**src/rtl/core/bpfr_pkg.sv**
```systemverilog
// ----------------------------------------------------------------------------
// bpfr_pkg: shared types and constants of the block pool free ring
// Pool geometry, field widths, item modes, result codes and small helpers.
// ----------------------------------------------------------------------------
package bpfr_pkg;

  // Pool geometry. The ring has one spare entry so that "empty" (head equal
  // to tail) is never confused with "full".
  localparam int NBLOCKS  = 64;
  localparam int RING_LEN = NBLOCKS + 1;
  localparam int PTR_W    = $clog2(RING_LEN);
  localparam int COUNT_W  = $clog2(NBLOCKS + 1);

  // Field widths fixed by the interface.
  localparam int MODE_W    = 2;
  localparam int SIZE_W    = 16;
  localparam int RES_W     = 7;
  localparam int ID_W      = 6;
  localparam int STATUS_W  = 3;
  localparam int FCOUNT_W  = 7;

  // Common widths for compares and truncations.
  localparam int CMP_W     = (COUNT_W > RES_W) ? COUNT_W : RES_W;
  localparam int FEXT_W    = (COUNT_W > FCOUNT_W) ? COUNT_W : FCOUNT_W;
  localparam int IDEXT_W   = (PTR_W > ID_W) ? PTR_W : ID_W;

  localparam logic [SIZE_W-1:0] BLOCK_SIZE_RESET = SIZE_W'(1024);

  typedef enum logic [MODE_W-1:0] {
    MODE_ALLOC   = 2'd0,
    MODE_RELEASE = 2'd1,
    MODE_REFILL  = 2'd2
  } mode_t;

  typedef enum logic [STATUS_W-1:0] {
    STAT_OK      = 3'd0,
    STAT_SIZE    = 3'd1,
    STAT_RESERVE = 3'd2,
    STAT_EMPTY   = 3'd3,
    STAT_FULL    = 3'd4
  } status_t;

  typedef enum logic [1:0] {
    S_FILL,
    S_IDLE,
    S_POP
  } state_t;

  // Outcome of one item, as decided from the registers before it.
  typedef struct packed {
    status_t status;
    logic    pop;
    logic    push;
    logic    refill;
  } decision_t;

  function automatic logic [PTR_W-1:0] ptr_next(input logic [PTR_W-1:0] p);
    logic [PTR_W-1:0] r;
    if (p == PTR_W'(RING_LEN - 1)) begin
      r = '0;
    end else begin
      r = p + PTR_W'(1);
    end
    return r;
  endfunction

  // Low id bits of a ring index, the value a refill writes there.
  function automatic logic [ID_W-1:0] ring_id(input logic [PTR_W-1:0] p);
    logic [IDEXT_W-1:0] w;
    w = IDEXT_W'(p);
    return w[ID_W-1:0];
  endfunction

  // Count as reported on the 7-bit result fields.
  function automatic logic [FCOUNT_W-1:0] count_field(input logic [COUNT_W-1:0] c);
    logic [FEXT_W-1:0] w;
    w = FEXT_W'(c);
    return w[FCOUNT_W-1:0];
  endfunction

endpackage

```
**src/rtl/core/block_pool_free_ring.sv**
```systemverilog
// ----------------------------------------------------------------------------
// block_pool_free_ring: fixed-size block pool with a free-id ring
// Free block ids live in a circular ring RAM one entry larger than the pool.
// Allocate pops the id at the head, release pushes an id at the tail, and a
// pool reset rewrites the ring with ids 0 to NBLOCKS-1.
//
//   channel   signals                                        transfer when
//   -------   --------------------------------------------   --------------
//   item in   start, busy, mode, request_size, min_reserve,   start && !busy
//             released_id
//   result    done, status, block_id, used_count, free_count  done
//   config    cfg_we, cfg_wdata (block_size)                  cfg_we
//
// An allocate that pops an id reads the ring RAM, then updates the head
// in S_POP; every other item but a pool reset completes when accepted.
// The result appears on the cycle after the item completes, for exactly one
// cycle.
// A pool reset sweeps every ring RAM entry, one entry a cycle, with busy high,
// then gives its result. The same sweep runs after rst, with no result;
// config writes are taken at any time.
// The receiver cannot stall results; a new item may be taken while the
// previous result is still on the ports.
// ----------------------------------------------------------------------------
module block_pool_free_ring (
  input  logic                          clk,
  input  logic                          rst,
  input  logic                          start,
  output logic                          busy,
  input  logic [bpfr_pkg::MODE_W-1:0]   mode,
  input  logic [bpfr_pkg::SIZE_W-1:0]   request_size,
  input  logic [bpfr_pkg::RES_W-1:0]    min_reserve,
  input  logic [bpfr_pkg::ID_W-1:0]     released_id,
  output logic                          done,
  output logic [bpfr_pkg::STATUS_W-1:0] status,
  output logic [bpfr_pkg::ID_W-1:0]     block_id,
  output logic [bpfr_pkg::FCOUNT_W-1:0] used_count,
  output logic [bpfr_pkg::FCOUNT_W-1:0] free_count,
  input  logic                          cfg_we,
  input  logic [bpfr_pkg::SIZE_W-1:0]   cfg_wdata
);

  bpfr_pkg::state_t state, state_next;

  // Pool bookkeeping.
  logic [bpfr_pkg::SIZE_W-1:0]  block_size;
  logic [bpfr_pkg::PTR_W-1:0]   head, head_next;
  logic [bpfr_pkg::PTR_W-1:0]   tail, tail_next;
  logic [bpfr_pkg::COUNT_W-1:0] free_cnt, free_cnt_next;
  logic [bpfr_pkg::COUNT_W-1:0] used_cnt, used_cnt_next;

  // Refill sweep.
  logic [bpfr_pkg::PTR_W-1:0]   sweep, sweep_next;
  logic                         report_fill, report_fill_next;
  logic                         sweep_last;

  // Result registers.
  logic                          done_next;
  logic [bpfr_pkg::STATUS_W-1:0] status_next;
  logic [bpfr_pkg::ID_W-1:0]     block_id_next;
  logic [bpfr_pkg::FCOUNT_W-1:0] used_count_next;
  logic [bpfr_pkg::FCOUNT_W-1:0] free_count_next;

  // Ring RAM port controls.
  logic                        ram_we;
  logic [bpfr_pkg::PTR_W-1:0]  ram_waddr;
  logic [bpfr_pkg::ID_W-1:0]   ram_wdata;
  logic                        ram_re;
  logic [bpfr_pkg::ID_W-1:0]   ram_rdata;

  logic                  accept;
  bpfr_pkg::decision_t   dec;

  assign accept     = start && (state == bpfr_pkg::S_IDLE);
  assign sweep_last = (sweep == bpfr_pkg::PTR_W'(bpfr_pkg::RING_LEN - 1));

  bpfr_decide u_decide (
    .mode         (mode),
    .request_size (request_size),
    .min_reserve  (min_reserve),
    .block_size   (block_size),
    .free_cnt     (free_cnt),
    .dec          (dec)
  );

  // The ring is read only at the head in the accept cycle of a pop and
  // written only at the tail by a release or at the sweep index by the
  // sweep. One item is in flight at a time, so a read and a write never hit
  // the same entry in the same cycle and no forwarding is needed.
  bpfr_ram #(
    .WIDTH (bpfr_pkg::ID_W),
    .DEPTH (bpfr_pkg::RING_LEN)
  ) u_ring (
    .clk     (clk),
    .wr_en   (ram_we),
    .wr_addr (ram_waddr),
    .wr_data (ram_wdata),
    .rd_en   (ram_re),
    .rd_addr (head),
    .rd_data (ram_rdata)
  );

  // Next state.
  always_comb begin
    state_next = state;
    unique case (state)
      bpfr_pkg::S_FILL: begin
        if (sweep_last) begin
          state_next = bpfr_pkg::S_IDLE;
        end
      end
      bpfr_pkg::S_IDLE: begin
        if (accept && dec.pop) begin
          state_next = bpfr_pkg::S_POP;
        end else if (accept && dec.refill) begin
          state_next = bpfr_pkg::S_FILL;
        end
      end
      bpfr_pkg::S_POP: begin
        state_next = bpfr_pkg::S_IDLE;
      end
      default: begin
        state_next = bpfr_pkg::S_IDLE;
      end
    endcase
  end

  // FSM outputs: handshake and ring RAM controls.
  always_comb begin
    busy      = 1'b1;
    ram_we    = 1'b0;
    ram_waddr = tail;
    ram_wdata = released_id;
    ram_re    = 1'b0;
    unique case (state)
      bpfr_pkg::S_FILL: begin
        // write the low id bits of i into entry i
        ram_we    = 1'b1;
        ram_waddr = sweep;
        ram_wdata = bpfr_pkg::ring_id(sweep);
      end
      bpfr_pkg::S_IDLE: begin
        busy   = 1'b0;
        ram_we = accept && dec.push;
        ram_re = accept && dec.pop;
      end
      bpfr_pkg::S_POP: begin
        busy = 1'b1;
      end
      default: begin
        busy = 1'b1;
      end
    endcase
  end

  // Pool bookkeeping and result formation.
  always_comb begin
    head_next        = head;
    tail_next        = tail;
    free_cnt_next    = free_cnt;
    used_cnt_next    = used_cnt;
    sweep_next       = sweep;
    report_fill_next = report_fill;
    done_next        = 1'b0;
    status_next      = status;
    block_id_next    = block_id;
    used_count_next  = used_count;
    free_count_next  = free_count;

    unique case (state)
      bpfr_pkg::S_FILL: begin
        sweep_next = bpfr_pkg::ptr_next(sweep);
        if (sweep_last) begin
          // ring now holds ids 0..NBLOCKS-1 in order
          head_next        = '0;
          tail_next        = bpfr_pkg::PTR_W'(bpfr_pkg::NBLOCKS);
          free_cnt_next    = bpfr_pkg::COUNT_W'(bpfr_pkg::NBLOCKS);
          used_cnt_next    = '0;
          report_fill_next = 1'b0;
          done_next        = report_fill;
          status_next      = bpfr_pkg::STAT_OK;
          block_id_next    = '0;
          used_count_next  = '0;
          free_count_next  = bpfr_pkg::count_field(bpfr_pkg::COUNT_W'(bpfr_pkg::NBLOCKS));
        end
      end
      bpfr_pkg::S_IDLE: begin
        if (accept) begin
          if (dec.refill) begin
            // start the sweep; the result comes at its end
            sweep_next       = '0;
            report_fill_next = 1'b1;
          end else if (!dec.pop) begin
            if (dec.push) begin
              tail_next     = bpfr_pkg::ptr_next(tail);
              free_cnt_next = free_cnt + bpfr_pkg::COUNT_W'(1);
              if (used_cnt != '0) begin
                used_cnt_next = used_cnt - bpfr_pkg::COUNT_W'(1);
              end
            end
            done_next       = 1'b1;
            status_next     = dec.status;
            block_id_next   = '0;
            used_count_next = bpfr_pkg::count_field(used_cnt_next);
            free_count_next = bpfr_pkg::count_field(free_cnt_next);
          end
        end
      end
      bpfr_pkg::S_POP: begin
        // head entry is on the RAM read port now
        head_next       = bpfr_pkg::ptr_next(head);
        free_cnt_next   = free_cnt - bpfr_pkg::COUNT_W'(1);
        used_cnt_next   = used_cnt + bpfr_pkg::COUNT_W'(1);
        done_next       = 1'b1;
        status_next     = bpfr_pkg::STAT_OK;
        block_id_next   = ram_rdata;
        used_count_next = bpfr_pkg::count_field(used_cnt_next);
        free_count_next = bpfr_pkg::count_field(free_cnt_next);
      end
      default: begin
      end
    endcase
  end

  always_ff @(posedge clk) begin
    if (rst) begin
      state       <= bpfr_pkg::S_FILL;
      sweep       <= '0;
      report_fill <= 1'b0;
      head        <= '0;
      tail        <= bpfr_pkg::PTR_W'(bpfr_pkg::NBLOCKS);
      free_cnt    <= bpfr_pkg::COUNT_W'(bpfr_pkg::NBLOCKS);
      used_cnt    <= '0;
      done        <= 1'b0;
      block_size  <= bpfr_pkg::BLOCK_SIZE_RESET;
    end else begin
      state       <= state_next;
      sweep       <= sweep_next;
      report_fill <= report_fill_next;
      head        <= head_next;
      tail        <= tail_next;
      free_cnt    <= free_cnt_next;
      used_cnt    <= used_cnt_next;
      done        <= done_next;
      if (cfg_we) begin
        block_size <= cfg_wdata;
      end
    end
  end

  // Result payload: no reset needed, qualified by done.
  always_ff @(posedge clk) begin
    status     <= status_next;
    block_id   <= block_id_next;
    used_count <= used_count_next;
    free_count <= free_count_next;
  end

endmodule

```
**src/rtl/core/bpfr_ram.sv**
```systemverilog
// ----------------------------------------------------------------------------
// bpfr_ram: generic single-write, single-read RAM
// One write port and one read port; read data is registered.
// ----------------------------------------------------------------------------
module bpfr_ram #(
  parameter int WIDTH = 8,
  parameter int DEPTH = 16
) (
  input  logic                     clk,
  input  logic                     wr_en,
  input  logic [$clog2(DEPTH)-1:0] wr_addr,
  input  logic [WIDTH-1:0]         wr_data,
  input  logic                     rd_en,
  input  logic [$clog2(DEPTH)-1:0] rd_addr,
  output logic [WIDTH-1:0]         rd_data
);

  logic [WIDTH-1:0] mem [DEPTH];

  always_ff @(posedge clk) begin
    if (wr_en) begin
      mem[wr_addr] <= wr_data;
    end
    if (rd_en) begin
      rd_data <= mem[rd_addr];
    end
  end

endmodule

```
**src/rtl/core/bpfr_decide.sv**
```systemverilog
// ----------------------------------------------------------------------------
// bpfr_decide: item decision logic
// Check an incoming item against block size, reserve and ring occupancy.
// ----------------------------------------------------------------------------
module bpfr_decide (
  input  logic [bpfr_pkg::MODE_W-1:0]  mode,
  input  logic [bpfr_pkg::SIZE_W-1:0]  request_size,
  input  logic [bpfr_pkg::RES_W-1:0]   min_reserve,
  input  logic [bpfr_pkg::SIZE_W-1:0]  block_size,
  input  logic [bpfr_pkg::COUNT_W-1:0] free_cnt,
  output bpfr_pkg::decision_t          dec
);

  logic reserve_hit;

  assign reserve_hit = (min_reserve != '0) &&
                       (bpfr_pkg::CMP_W'(free_cnt) <= bpfr_pkg::CMP_W'(min_reserve));

  always_comb begin
    dec.status = bpfr_pkg::STAT_OK;
    dec.pop    = 1'b0;
    dec.push   = 1'b0;
    dec.refill = 1'b0;
    unique case (mode)
      bpfr_pkg::MODE_ALLOC: begin
        // size first, then reserve, then empty
        if (request_size > block_size) begin
          dec.status = bpfr_pkg::STAT_SIZE;
        end else if (reserve_hit) begin
          dec.status = bpfr_pkg::STAT_RESERVE;
        end else if (free_cnt == '0) begin
          dec.status = bpfr_pkg::STAT_EMPTY;
        end else begin
          dec.pop = 1'b1;
        end
      end
      bpfr_pkg::MODE_RELEASE: begin
        if (free_cnt == bpfr_pkg::COUNT_W'(bpfr_pkg::NBLOCKS)) begin
          dec.status = bpfr_pkg::STAT_FULL;
        end else begin
          dec.push = 1'b1;
        end
      end
      bpfr_pkg::MODE_REFILL: begin
        dec.refill = 1'b1;
      end
      default: begin
        // unused mode: no change, status ok
      end
    endcase
  end

endmodule
```
**config.mk**
```make
export PLATFORM = sky130hd
export DESIGN_NAME = block_pool_free_ring
export DESIGN_NICKNAME = d
export VERILOG_FILES = /design/src/rtl/core/bpfr_pkg.sv /design/src/rtl/core/block_pool_free_ring.sv /design/src/rtl/core/bpfr_ram.sv /design/src/rtl/core/bpfr_decide.sv
export SDC_FILE = /design/constraint.sdc
export NUM_CORES = 1
export LEC_CHECK = 0
export BUFFER_PORTS_ARGS = -buffer_cell sky130_fd_sc_hd__buf_4
export CAP_MARGIN = 25
export CORE_ASPECT_RATIO = 1.2
export CORE_MARGIN = 5
export CORE_UTILIZATION = 60
export DETAILED_ROUTE_END_ITERATION = 16
export GPL_TIMING_DRIVEN = 0
export PLACE_DENSITY = 0.82
export SYNTH_ARGS = -nofsm -noshare
export SYNTH_HDL_FRONTEND = slang
export SYNTH_SLANG_ARGS = --single-unit
```
**constraint.sdc**
```tcl
create_clock -name clk -period 13.3 [get_ports clk]
set_input_delay 1.33 -clock clk [delete_from_list [all_inputs] [get_ports clk]]
set_output_delay 1.33 -clock clk [all_outputs]
set_load 0.005 [all_outputs]
```
==> load_flow_metrics.sql <==
INSERT INTO impl_metrics (metric_group, metric, value, unit) VALUES
('routing', 'num_vias', '12429', ''),
('timing', 'timing.hold.ws', '0.495', 'ns'),
('worst_setup_path', 'setup.reg_to_reg.worst_slack', '9.40', 'ns'),
('synthesis', 'number_of_standard_cells_after_synthesis', '1274', ''),
('synthesis', 'syn_nets', '1364', ''),
('die', 'fp-row-count', '73', ''),
('worst_setup_path', 'worst_ep_arrival_time', '4.20', 'ns'),
('clocking', 'clock_latency_late_sink', '0.56', 'ns'),
('worst_setup_path', 'worst-path-max-fanout', '10', ''),
('timing', 'maxClockFrequency', '249', 'MHz'),
('pwr', 'power.density_cell_area', '141', 'nW/um^2'),
('global_route', 'globalRouteOverflowTotal', '0', ''),
('die', 'die_y', '211', 'um'),
('synthesis', 'yosysWarnings', '0', ''),
('worst_setup_path', 'worst_setup_path_end_kind', 'flop', ''),
('cells_and_area', 'top_library_cells_by_usage_in_the_layout_fill_and_taps_aside', '419 x sky130_fd_sc_hd__edfxtp_1, 129 x sky130_fd_sc_hd__nor2_1, 109 x sky130_fd_sc_hd__mux4_2', ''),
('placed_design', 'placed_cell_area', '21500', 'sq um'),
('hold_path', 'worstHoldPathCells', '2', ''),
('synthesis', 'synth_edf_count', '419', ''),
('routing', 'drt_pre_antenna_iters', '6', ''),
('timing', 'layout_min_cycle_time', '4.01', 'ns'),
('timing', 'post-route-period-util', '0.302', ''),
('routing', 'viasPerCell', '6.60', ''),
('cells_and_area', 'final_layout_size_suffix_gt1_frac', '0.206', ''),
('global_route', 'grt_max_degree', '66', ''),
('clocking', 'tritoncts', 'built', ''),
('die', 'start_util', '0.610', ''),
('routing', 'drt_first_iter_violations', '1551', ''),
('hold_path', 'hp-start', 'block_size[15]', ''),
('cells_and_area', 'area_growth_syn_to_layout', '13.3', '%'),
('routing', 'drc_viols', '0', ''),
('timing', 'timing.setup.tns', '0', 'ns'),
('global_route', 'number_of_global_route_vias_before_repair', '12363', ''),
('synthesis', 'synth.yosys.seq_area_share', '0.675', ''),
('routing', 'wl_per_cell', '26.7', 'um'),
('cells_and_area', 'layout.nets', '1491', ''),
('worst_setup_path', 'crit-reg2reg-launch', 'free_cnt[0]', ''),
('routing', 'detail-route-antenna-nets', '0', ''),
('pwr', 'power.ir.vdd_worst', '0.117', 'mV'),
('clocking', 'numCtsBuffers', '46', ''),
('clocking', 'post_cts_hold_fix_bufs', '0', ''),
('pwr', 'p_leak', '7.67', 'nW'),
('run', 'drv_cap', '0', ''),
('cells_and_area', 'diodes', '0', ''),
('timing', 'worst_slew_margin_rel', '0.341', ''),
('die', 'floorplan.io_pins', '76', ''),
('hold_path', 'hold-path-endpoint', 'block_size[15]', ''),
('die', 'fp.dieW', '178', 'um'),
('placed_design', 'count_of_input_and_output_buffers', '73', ''),
('timing', 'hold_violations', '0', ''),
('synthesis', 'syn_area_per_cell', '15.9', 'sq um'),
('worst_setup_path', 'worstReg2RegEnd', 'u_ring.mem[31][5]', ''),
('placed_design', 'detailed_placer_s_ending_hpwl', '33.4', 'mm'),
('global_route', 'antenna_found_initial', '0', ''),
('synthesis', 'yosys_most_used_dff', 'sky130_fd_sc_hd__edfxtp_1', ''),
('timing', 'drv_slew', '0', ''),
('synthesis', 'synthesis.area', '20300', 'sq um'),
('cells_and_area', 'num-fill-cells', '2169', ''),
('worst_setup_path', 'required', '13.49', 'ns'),
('routing', 'routed_wirelength', '50.3', 'mm'),
('hold_path', 'min-delay-path-class', 'flop to flop', ''),
('cells_and_area', 'postLayoutCellArea', '23000', 'sq um'),
('run_status', 'outcome', 'finished, final reports clean', ''),
('synthesis', 'async_reset_ff_frac', '0', ''),
('die', 'coreArea', '33200', 'sq um'),
('timing', 'grt_setup_unrepaired', 'no', ''),
('clocking', 'clock_tree.root_cell', 'sky130_fd_sc_hd__clkbuf_16', ''),
('timing', 'final-setup-viol-count', '0', ''),
('global_route', 'grt_pass1_wl', '76.0', 'mm'),
('clocking', 'cts_buffer_depth', '3', ''),
('worst_setup_path', 'critPathKind', 'input pin to flop', '');
[per-layer routing]
layer / GRT usage / share of wire / vias to the layer above
li1: - / - / 5265
met1: 0.337 / 0.35 / 6163
met2: 0.468 / 0.51 / 811
met3: 0.0518 / 0.092 / 190
met4: 0.118 / 0.049 / 0
met5: 0 / 0 / -
[synth_stat cells, types with 7 or more instances]
cell type,instances,area [sq um]
sky130_fd_sc_hd__edfxtp_1,419,12600
sky130_fd_sc_hd__nor2_1,129,484
sky130_fd_sc_hd__mux4_2,109,2450
sky130_fd_sc_hd__nand2_1,63,236
sky130_fd_sc_hd__dfxtp_1,55,1100
sky130_fd_sc_hd__inv_1,43,161
sky130_fd_sc_hd__ha_1,39,488
sky130_fd_sc_hd__nand3_1,35,175
sky130_fd_sc_hd__clkbuf_1,33,124
sky130_fd_sc_hd__a21oi_1,31,155
sky130_fd_sc_hd__mux2i_1,29,290
sky130_fd_sc_hd__o21ai_1,29,145
sky130_fd_sc_hd__buf_2,18,90.1
sky130_fd_sc_hd__o21ai_0,17,85.1
sky130_fd_sc_hd__nor3_1,15,75.1
sky130_fd_sc_hd__nand4_1,13,81.3
sky130_fd_sc_hd__o31ai_1,13,97.6
sky130_fd_sc_hd__o211ai_1,10,75.1
sky130_fd_sc_hd__a22oi_1,9,67.6
sky130_fd_sc_hd__and3_1,9,56.3
sky130_fd_sc_hd__and2_1,8,50.1
sky130_fd_sc_hd__a21o_1,7,52.6
sky130_fd_sc_hd__a31o_1,7,61.3
sky130_fd_sc_hd__and4_1,7,61.3
sky130_fd_sc_hd__o22ai_1,7,43.8
sky130_fd_sc_hd__or3_1,7,43.8
sky130_fd_sc_hd__xor2_1,7,61.3
[report_power, final]
group	switching [mW]	internal, mW
clock network	0.544	0.730
logic	0.189	0.0806
registers	0.0143	1.69
total	0.748	2.50
[flip-flops by register name, summed over array words and instances (netlist names), 7 cells and up]
signal,count
block_size,16
free_cnt,7
free_count,7
head,7
sweep,7
tail,7
u_ring.mem,390
used_cnt,7
used_count,7
[logic make-up (layout without fill, tap and decap cells)]
group / count (synthesis) / in the layout / share of synthesized area
AO/OA/AOI/OAI: 174 / 174 / 0.0576
XOR/XNOR: 13 / 13 / 0.00561
adder cells (fa/ha/maj): 39 / 39 / 0.0241
buffers and inverters: 107 / 267 / 0.0218
flip-flops: 474 / 474 / 0.675
multiplexers: 144 / 144 / 0.139
AND/OR/NAND/NOR: 323 / 323 / 0.0774
[per-stage QoR]
| step | instances | setup slack, ns | util | total power [mW] |
|---|---|---|---|---|
| floorplan | 1274 | 8.67 | - | 1.88 |
| global placement | 1797 | 6.06 | 0.643 | 1.98 |
| detailed placement | 1802 | 8.92 | 0.647 | 2.00 |
| CTS | 1883 | 9.45 | 0.690 | 3.25 |
| global route | 1884 | 9.31 | 0.691 | 3.34 |
| finish | 1884 | 9.29 | 0.691 | 3.25 |
[final cells by class]
cell class | count | area, sq um | share of cell area
Tap cell | 450 | 563 | 0.0245
Clock inverter | 22 | 220 | 0.00959
Timing Repair Buffer | 79 | 668 | 0.0291
Inverter | 46 | 173 | 0.00752
Clock buffer | 59 | 1230 | 0.0535
Sequential cell | 474 | 13700 | 0.596
Buffer | 61 | 270 | 0.0118
Multi-Input combinational cell | 693 | 6160 | 0.268
[worst max-delay path, cell delays in order]
cell and delay (ns):
sky130_fd_sc_hd__buf_4 0.13, sky130_fd_sc_hd__nor2b_1 0.26, sky130_fd_sc_hd__o21ai_2 0.18, sky130_fd_sc_hd__buf_2 0.25
sky130_fd_sc_hd__o21ai_1 0.28, sky130_fd_sc_hd__clkbuf_1 0.40, sky130_fd_sc_hd__nand3_1 0.57, sky130_fd_sc_hd__nor2_1 0.78
[worst max-delay path by stage]
stage / slack (ns) / start / depth (start not counted) / end
final: 9.29 / mode[0] / 8 / u_ring.mem[31][5]
after global routing: 9.31 / mode[0] / 8 / u_ring.mem[31][5]
after CTS: 9.45 / mode[0] / 8 / u_ring.mem[2][5]
after detailed placement: 8.92 / mode[0] / 8 / u_ring.mem[39][3]
after global placement: 6.06 / released_id[1] / 3 / u_ring.mem[12][1]
after floorplan: 8.67 / released_id[1] / 2 / u_ring.mem[0][1]
Note: power is estimated with default switching activity, not from simulation.
